$ cat src/lch_pkg.sv
// shared types, codes and helpers for the lossy counting heavy hitters core
package lch_pkg;

   localparam int COUNT_W = 32;

   // request function codes
   localparam logic [1:0] FUNC_INSERT = 2'd0;
   localparam logic [1:0] FUNC_QUERY  = 2'd1;
   localparam logic [1:0] FUNC_REPORT = 2'd2;

   // response kinds
   localparam logic [2:0] KIND_INSERT_DONE  = 3'd0;
   localparam logic [2:0] KIND_OVERFLOW     = 3'd1;
   localparam logic [2:0] KIND_ESTIMATE     = 3'd2;
   localparam logic [2:0] KIND_REPORT_ITEM  = 3'd3;
   localparam logic [2:0] KIND_REPORT_EMPTY = 3'd4;

   // register indexes
   localparam logic CSR_WINDOW_SIZE     = 1'b0;
   localparam logic CSR_REPORT_FRACTION = 1'b1;

   typedef enum logic [2:0] {
      ST_IDLE,
      ST_MERGE_PREP,
      ST_MERGE,
      ST_MERGE_FLUSH,
      ST_SCAN_PREP,
      ST_SCAN
   } state_type;

   typedef enum logic [1:0] {
      JOB_INSERT,
      JOB_QUERY,
      JOB_REPORT
   } job_type;

   typedef enum logic [1:0] {
      CELL_HOLD,
      CELL_INSERT,
      CELL_SHIFT
   } cell_op_type;

   typedef struct packed {
      logic [COUNT_W-1:0] count;
      logic [COUNT_W-1:0] delta;
   } cnt_type;

   function automatic logic [COUNT_W-1:0] sat_inc(input logic [COUNT_W-1:0] v);
      return (v == '1) ? v : v + COUNT_W'(1);
   endfunction

   function automatic logic [COUNT_W:0] sum_wide(input cnt_type c);
      return {1'b0, c.count} + {1'b0, c.delta};
   endfunction

   function automatic logic [COUNT_W-1:0] sat_sum(input cnt_type c);
      logic [COUNT_W:0] s;
      s = sum_wide(c);
      return s[COUNT_W] ? '1 : s[COUNT_W-1:0];
   endfunction

endpackage

$ cat src/lch_cell.sv
// one cell of the sorted window chain: sorted insert and shift toward the head
module lch_cell import lch_pkg::*; #(
   parameter int KEY_W = 32
) (
   input  logic             clock,
   input  cell_op_type      op,
   input  logic [KEY_W-1:0] new_key,
   input  logic [KEY_W-1:0] left_key,
   input  logic             left_gt,
   input  logic [KEY_W-1:0] right_key,
   input  logic             occupied,
   output logic [KEY_W-1:0] key_out,
   output logic             gt_out
);

   logic [KEY_W-1:0] key_ff;
   logic [KEY_W-1:0] key_in;

   // an empty cell counts as greater, so the new key lands at the first such slot
   assign gt_out  = !occupied || (key_ff > new_key);
   assign key_out = key_ff;

   // next key
   always_comb begin
      case (op)
         CELL_INSERT: begin
            if (!gt_out) key_in = key_ff;
            else if (left_gt) key_in = left_key;
            else key_in = new_key;
         end
         CELL_SHIFT: key_in = right_key;
         default:    key_in = key_ff;
      endcase
   end

   always_ff @(posedge clock) begin
      key_ff <= key_in;
   end

endmodule

$ cat config.mk
export PLATFORM = sky130hd
export DESIGN_NAME = lch_cell
export DESIGN_NICKNAME = d
export VERILOG_FILES = /design/src/lch_pkg.sv /design/src/lch_cell.sv
export SDC_FILE = /design/constraint.sdc
export NUM_CORES = 1
export LEC_CHECK = 0
export ABC_AREA = 1
export BUFFER_PORTS_ARGS = -buffer_cell sky130_fd_sc_hd__clkbuf_2
export CAP_MARGIN = 20
export CORE_MARGIN = 1
export CORE_UTILIZATION = 40
export CTS_BUF_LIST = sky130_fd_sc_hd__clkbuf_4 sky130_fd_sc_hd__clkbuf_8
export DETAILED_ROUTE_END_ITERATION = 10
export HOLD_SLACK_MARGIN = 0.1
export PLACE_DENSITY = 0.79
export RECOVER_POWER = 50
export SLEW_MARGIN = 5
export SYNTH_ARGS = -nofsm -noshare
export SYNTH_HDL_FRONTEND = slang
export SYNTH_SLANG_ARGS = --single-unit
$ cat constraint.sdc
create_clock -name clock -period 3.4 [get_ports clock]
set_input_delay 0.68 -clock clock [delete_from_list [all_inputs] [get_ports clock]]
set_output_delay 0.68 -clock clock [all_outputs]
set_load 0.05 [all_outputs]
---- Word-level counts from Yosys, hierarchy flattened ----
Cells that the tools add are included.
word-level totals
  logic and storage cells ................. 12
  memories kept ........................... 0
  input port bits ......................... 101
  output and inout port bits .............. 33
  latch bits .............................. 0
  RAM bits ................................ 0
  bits in registers ....................... 32
  ROM bits ................................ 0
operators by class
  multiplexer cells ....................... 3
  reductions and logical operators ........ 4
  shift-type cells ........................ 0
  order comparisons ....................... 1
  divide/modulo/power cells ............... 0
  equality and inequality tests ........... 3
  multipliers ............................. 0
  bitwise logic cells ..................... 0
  add/subtract/negate cells ............... 0
operators with widths
  cell                                                             count
  32-bit 2-to-1 mux                                                2
  32-bit case mux with 2 select lines                              1
  32-bit > comparator                                              1
  2-bit by 1-bit == test with 1-bit output, second input constant  1
  2-bit == test, second input constant                             1
  2-bit != test, second input constant                             1
  2-bit AND reduction                                              1
  2-bit nonzero test                                               1
  1-bit logical NOT                                                1
  1-bit logical OR                                                 1

---- Depth between registers and ports, before layout ----
Gate-level depths: netlist of the first run.
  depth after elaboration ................. 4
  mapped depth ............................ 17
  mapped depth without buffers ............ 17

---- Worst setup path before layout of the first run ----
No wires, ideal clock.
  kind .................................... input to register
  start ................................... in new_key[23]
  end ..................................... reg key_ff[0] (netlist: key_out[0]) (enable)
  library setup time ...................... 389 ps
  path slack .............................. 493 ps
  stages .................................. 12
  data arrival time ....................... 2518 ps
  cells stage by stage .................... inv_1 -> ha_1 -> nand2_2 -> nor2_4 -> nand4_2 -> nor2_2 -> nand2_1 -> nand2_1 -> nand2_1 -> nand2_2 -> nand2_1 -> nand2_1
on the way
  cells in the longest elaborated chain, start to end .. 4
RTL lines
  item                           RTL line        RTL
  start, declared                lch_cell.sv:7   input logic [KEY_W-1:0] new_key,
  32-bit > comparator            lch_cell.sv:20  assign gt_out = !occupied || (key_ff > new_key);
  1-bit logical OR               lch_cell.sv:20
  named net gt_out               lch_cell.sv:13  output logic gt_out
  2-bit != test (no line)        -
  2-bit AND reduction (no line)  -
  end signal, assigned           lch_cell.sv:37  key_ff <= key_in;
  end, declared                  lch_cell.sv:16  logic [KEY_W-1:0] key_ff;
The timed path passes the listed nets, and every way through them passes these cells.
A chain may end at the register's enable or synchronous reset.

---- Worst setup path after layout of the first run ----
  start ................................... in new_key[7]
  end ..................................... out gt_out
on the way
  cells in the longest elaborated chain, start to end .. 2
RTL lines
  item                 RTL line
  32-bit > comparator  lch_cell.sv:20
  1-bit logical OR     lch_cell.sv:20
  end, declared        lch_cell.sv:13
Every way passes these cells.

==> metrics.txt, run 1 <==
status=complete, no violations; postcts setup bufs=0; max-slew violation count=0; worst-path cell chain=clkbuf_2 -> inv_1 -> ha_1 -> nand2_1 -> nor2_2 -> nand2_1 -> nand2_1 -> nand2_1 -> nand2_1 -> nand2_1 -> nand2_1 -> nand2_1 -> nand2_2 -> clkbuf_2; EDFF count, synth=32; global-route wire length before repair=approximately 9700 um; row cnt=28; area grow syn2layout=30.3%; fin crit period=around 2.8 ns; Yosys reg bits=32; period utilization=81.3%; Setup WS pre-CTS=between 0.6 and 0.7 ns; max cap viols=0; setup tns final=0 ns; Final #Nets=between 500 and 600; Remaining DRCs=0; CTS buffer count=5; Crit path max-delay family=simple AND/OR/NAND/NOR gates; most common cell after layout, fill and taps aside=clkbuf_2; length in cells of the worst reg-to-reg path=14; initial antenna violation count=0; fmax=between 300 and 400 MHz; met3 global-route usage=~3.4%; syn_nets=425; worst endpoint required time=2.72 ns; worst-path fanout max=2; hold worst-path end=key_out[15]; drt wl/cell=between 10 and 15 um; CTS tree=done; Worst Path Arrival=between 2 and 2.5 ns; H-Tree Depth=2; design area=roughly 3300 sq um; commonest cells after routing, fill and taps aside=102 x clkbuf_2, 69 x nand2_1, 40 x inv_1; antenna cells=0; Max Clock Skew=slightly below 0.01 ns; Setup crit start kind=input port; Synth async-reset ratio=0%; type of the worst setup path=input port to output port; GRT Overall Usage=between 10% and 20%; vias in the first global route=approximately 2.3k; setup violators final=0; global route total overflow=0; fraction of layout cells with a size suffix above 1=slightly below 30%; Top-Level Pins=134; Resize count post-CTS=0; DR vias/cell=between 4 and 5; dominant cells by area after synthesis=edfxtp_1 38%, ha_1 16%, nand2_1 10%; CP bufs+invs=3; Worst R2R Start=key_out[7]; chip width=around 82 um; CTS Root Cell=clkbuf_8; Final Hold Fails=0; DP Area=~3300 sq um; worst hold stages=2; Reg2Reg Capture Point=key_out[24]; drt pass-1 iters=4; Distinct cells, synth=24; Static Leak=between 1.5 and 2 nW; die area=around 6700 sq um; slowest cell delay on critical path=just under 0.3 ns; CP Capture Type=output port; clock latency on the worst-skew pair=between 0.2 and 0.3 ns; Clock Tree Buf Depth=2; share of the synthesized area in the top cell type=between 30% and 40%; Starting Density=42.3%; routed via count=around 2.5k; HP Start=right_key[15]; GRT Max-Usage Layer=met2; pin slew with the least headroom to its limit=0.986 ns; Worst-path clk slew=~0.070 ns; RSZ-0062 raised after global routing=no; Post-Syn Area=2560 sq um; Sink Count=32; met2 GRT Util=33.4%; Most Frequent Cell on Critical Path=nand2_1; initial DRC count=between 70 and 80; total power=1.29 mW; slowest stage cell, crit path=ha_1; worst setup margin=between 0.6 and 0.7 ns; Max VDD drop=193 uV; final wirelength=around 6200 um; die height=about 82 um; DRT antenna net count=0; Avg Inst Size Synth=between 8 and 9 sq um; half-perimeter wire length after placement=about 5000 um; type of the worst min-delay path=input port to flop; Post-CTS Hold Buffers=0; Fill cells=~610; max reg flops=32; core area=6060 sq um; M1 GR Usage=between 20% and 30%; Worst R2R Setup Slack=approximately 1.1 ns; gp weighted congestion=~0.81; Yosys top cell by area=edfxtp_1; largest net degree at the start of global routing=64; Power Dens Cells=approximately 390 nW/um^2; Slew headroom=about a third; Syn Inst Count=slightly below 300; post-synthesis sequential area ratio=37.5%; worst hold slack=around 0.7 ns; Synth warnings=0; most used flip-flop cell after synthesis=edfxtp_1; IO Port Bufs=around 130
==> per-stage QoR <==
| step | cells | utilization, % |
|---|---|---|
| after floorplan | 292 | - |
| after global placement | 488 | 53.7 |
| after detailed placement | 488 | 53.7 |
| after CTS | 496 | 55.5 |
| after global routing | 497 | 55.1 |
| final | 497 | 55.1 |
==> Yosys cell counts, types with 5 or more instances <==
| master | count |
|---|---|
| o21a_1 | 31 |
| ha_1 | 32 |
| edfxtp_1 | 32 |
| a21oi_1 | 12 |
| o211ai_1 | 30 |
| inv_1 | 40 |
| nand2_1 | 69 |
| nand2_2 | 5 |
| buf_2 | 11 |
| nor2_1 | 10 |
==> logic make-up after synthesis <==
family	synth area share, %
simple gates	15.9
compound gates	21.7
buf+inv	9.18
fa+ha+maj	15.6
flops	37.5
==> cell type report <==
class                      count  area, sq um  share of cell area, %
clock buffer                   5         68.8                   2.06
clock inverter                 3         37.5                   1.12
sequential                    32          961                   28.8
timing repair buffer         136          658                   19.7
tap                           75         93.8                   2.81
multi-input combinational    205         1370                   40.9
inverter                      41          154                   4.61
==> power by group <==
| group | internal, mW | switching (mW) |
|---|---|---|
| Sequential | 0.483 | 0.0199 |
| Combinational | 0.150 | 0.288 |
| Clock | 0.213 | 0.137 |
| Total | 0.846 | 0.445 |
==> metal layers <==
| metal | routed length, um | vias up |
|---|---|---|
| met5 | 0 | - |
| met4 | 127 | 0 |
| met3 | 275 | 12 |
| met2 | 3100 | 76 |
| met1 | 2750 | 1101 |
| li1 | - | 1263 |
==> worst max-delay path by stage <==
stage / end / cells past startpoint / start / slack, ns
2_1_floorplan: key_out[0] / 12 / new_key[23] / 0.49
3_3_place_gp: gt_out / 14 / new_key[7] / 0.62
3_5_place_dp: gt_out / 14 / new_key[7] / 0.62
4_1_cts: gt_out / 14 / new_key[7] / 0.62
5_1_grt: gt_out / 14 / new_key[7] / 0.48
6_report: gt_out / 14 / new_key[7] / 0.63
Power figures use the tool's default switching activity.
==> run 2: changes to the inputs <==
ABC_AREA = 0   (was 1)
PLACE_DENSITY = 0.83   (was 0.79)
clock period = 2.21 ns   (was 3.4 ns; I/O delays follow)
==> run 2 against run 1 <==
  * Cell count rose by 4.2%
  * Combinational power is 110% higher
  * Worst hold slack lost 0.25 ns
  * The flow now finishes with violations (setup timing)
  * Largest power group is now combinational logic
==> metrics.txt, run 2 <==
status=finished, violations left; failing checks=setup timing; syn_nets=between 300 and 400; Yosys top cell by area=edfxtp_1; H-Tree Depth=2; Post-Syn Area=around 2500 sq um; Distinct cells, synth=31; top cells by instance count after synthesis=36 x nand2_1, 35 x o21ai_0; IO Port Bufs=about 130; Clk pwr share=21.1%; type of the worst setup path=flop to output port; clock latency on the worst-skew pair=0.28 ns; period utilization=121%; CTS buffer count=5; P_int=1.39 mW; drt pass-1 iters=4; Top-Level Pins=about 130; Avg Inst Size Synth=between 9 and 10 sq um; worst-path cell chain=ha_4 -> nand4_1 -> buf_4 -> nor4_4 -> buf_4 -> and3_4 -> a31oi_4 -> buf_12; Slew headroom=between 20% and 30%; largest net degree at the start of global routing=35; Remaining DRCs=0; global-route wire length before repair=~11000 um; Final Hold Fails=0; routed via count=approximately 2.6k; fraction of layout cells with a size suffix above 1=49.2%; cell with the most instances after synthesis=nand2_1; Post-CTS Hold Buffers=0; switching pwr=~0.76 mW; EDFF count, synth=32; Worst-path clk slew=approximately 0.07 ns; Clock Tree Buf Depth=2; core area=around 6000 sq um; commonest cells after routing, fill and taps aside=132 x clkbuf_2, 44 x buf_4, 36 x nand2_1; max-slew violation count=0; initial DRC count=74; worst setup margin=-0.457 ns; slowest stage cell, crit path=edfxtp_1; Seq pwr share=between 30% and 40%; max reg flops=32; gp weighted congestion=~0.77; dominant cells by area after synthesis=edfxtp_1 39%, ha_1 16%, mux2i_1 13%; worst hold stages=3; Syn Inst Count=approximately 260; placed cells=497; design area=between 4000 and 5000 sq um; DR vias/cell=between 5 and 6; initial antenna violation count=0; chip width=roughly 80 um; setup violators final=33; CP Capture Type=output port; final wirelength=approximately 7400 um; Starting Density=between 40% and 50%; non-filler cells, final=about 520; area grow syn2layout=62.7%; worst-path fanout max=2; Max VDD drop=between 200 and 300 uV; antenna cells=0; pin slew with the least headroom to its limit=between 1 and 1.5 ns; GRT Overall Usage=23.0%; Fill cells=between 400 and 500; Synth async-reset ratio=0%; Crit path max-delay family=simple AND/OR/NAND/NOR gates; row cnt=28; Most Frequent Cell on Critical Path=buf_4; worst endpoint required time=between 1.5 and 2 ns; Power Dens Cells=about 530 nW/um^2; share of the synthesized area in the top cell type=38.5%; Sink Count=32; most common cell after layout, fill and taps aside=clkbuf_2; type of the worst min-delay path=input port to flop; fmax=about 370 MHz; Layout Utilization=around two thirds; Final #Nets=between 500 and 600; Synth warnings=0; RSZ-0062 raised after global routing=yes; drt wl/cell=~14 um; fin crit period=2.67 ns; Max Clock Skew=around 0.0080 ns; Static Leak=2.05 nW; slowest cell delay on critical path=roughly 0.44 ns; vias in the first global route=2659; global route total overflow=0; CTS Root Cell=clkbuf_8; Setup crit start kind=flop; max cap viols=0; WP depth=8; die area=6560 sq um; Sw Ratio=approximately a third; most used flip-flop cell after synthesis=edfxtp_1; Yosys reg bits=32; DP Area=3600 sq um; Worst Path Arrival=between 2 and 2.5 ns; Gate power share=a little over two fifths; half-perimeter wire length after placement=5430 um; DRT antenna net count=0; die height=between 80 and 90 um; CP bufs+invs=3; post-synthesis sequential area ratio=between 30% and 40%; CTS tree=done; total power=between 2 and 2.5 mW; length in cells of the worst reg-to-reg path=10; worst hold slack=0.437 ns
run 2: cell count changes after synthesis, sizes merged, moves of 13 or more:
cell / previous run / this run
mux2i: 0 / 32
nand2: 74 / 36
nor2: 14 / 1
o211ai: 30 / 2
o21a: 31 / 1
o21ai: 2 / 35
run 2: path summary, 6_finish.rpt:
check	slack, ns	end	start
max	-0.46	gt_out	key_out[31]
min	0.44	key_out[3]	right_key[3]
max reg2reg	-0.38	key_out[17]	key_out[25]
min reg2reg	1.39	key_out[25]	key_out[16]
run 2: cell type report:
| type | count | area, sq um | area share (%) |
|---|---|---|---|
| Multi-Input combinational cell | 182 | 1590 | 39.0 |
| Inverter | 32 | 120 | 2.96 |
| Tap cell | 75 | 93.8 | 2.31 |
| Sequential cell | 32 | 961 | 23.7 |
| Clock buffer | 7 | 83.8 | 2.06 |
| Clock inverter | 1 | 3.75 | 0.0925 |
| Timing Repair Buffer | 189 | 1210 | 29.9 |
run 2: routing by layer:
layer  vias to the layer above  global-route usage (%)  wire length [um]
met2                        99                    43.4              4030
met4                         0                    12.0               221
met5                         -                       0                 0
met1                      1174                    23.2              2770
met3                        22                    5.51               386
li1                       1300                       -                 -
run 2: timing repair:
item / 4_1_cts / 5_1_grt
setup buffers: 9 / 6
setup endpoints to repair: 33 / 33
hold endpoints to repair: 0 / 0
gates resized for setup: 17 / 13
gates cloned: 3 / 0
pin swaps: 9 / 10
run 2: cell families after synthesis:
group / share of synthesized area [%]
AND/OR/NAND/NOR: 11.3
AO/OA/AOI/OAI: 14.0
adder cells (fa/ha/maj): 16.0
multiplexers: 12.8
flip-flops: 38.5
buffers and inverters: 7.27
run 2: per-stage QoR:
step	worst slack, ns	setup TNS [ns]
finish	-0.457	-11.92
CTS	-0.457	-8.60
floorplan	-0.512	-16.88
detailed placement	-0.397	-9.88
global placement	-0.309	-7.88
global route	-0.562	-14.55
run 2: worst reg2reg max path: cells and delay by family, from the launching register on:
kind | cells | cell delay (ns)
adders and majority gates | 1 | 0.31
and+or+nand+nor | 2 | 0.39
DFF | 1 | 0.46
buffers and inverters | 5 | 0.79
AOI/OAI and AO/OA | 2 | 0.35
run 2: power by group through the flow:
stage	Clock [mW]	Sequential, mW	Combinational, mW
after floorplan	0	0.972	0.268
after global placement	0	0.786	0.757
after detailed placement	0	0.789	0.783
after CTS	0.466	0.781	0.902
after global routing	0.497	0.791	0.983
final	0.454	0.786	0.909
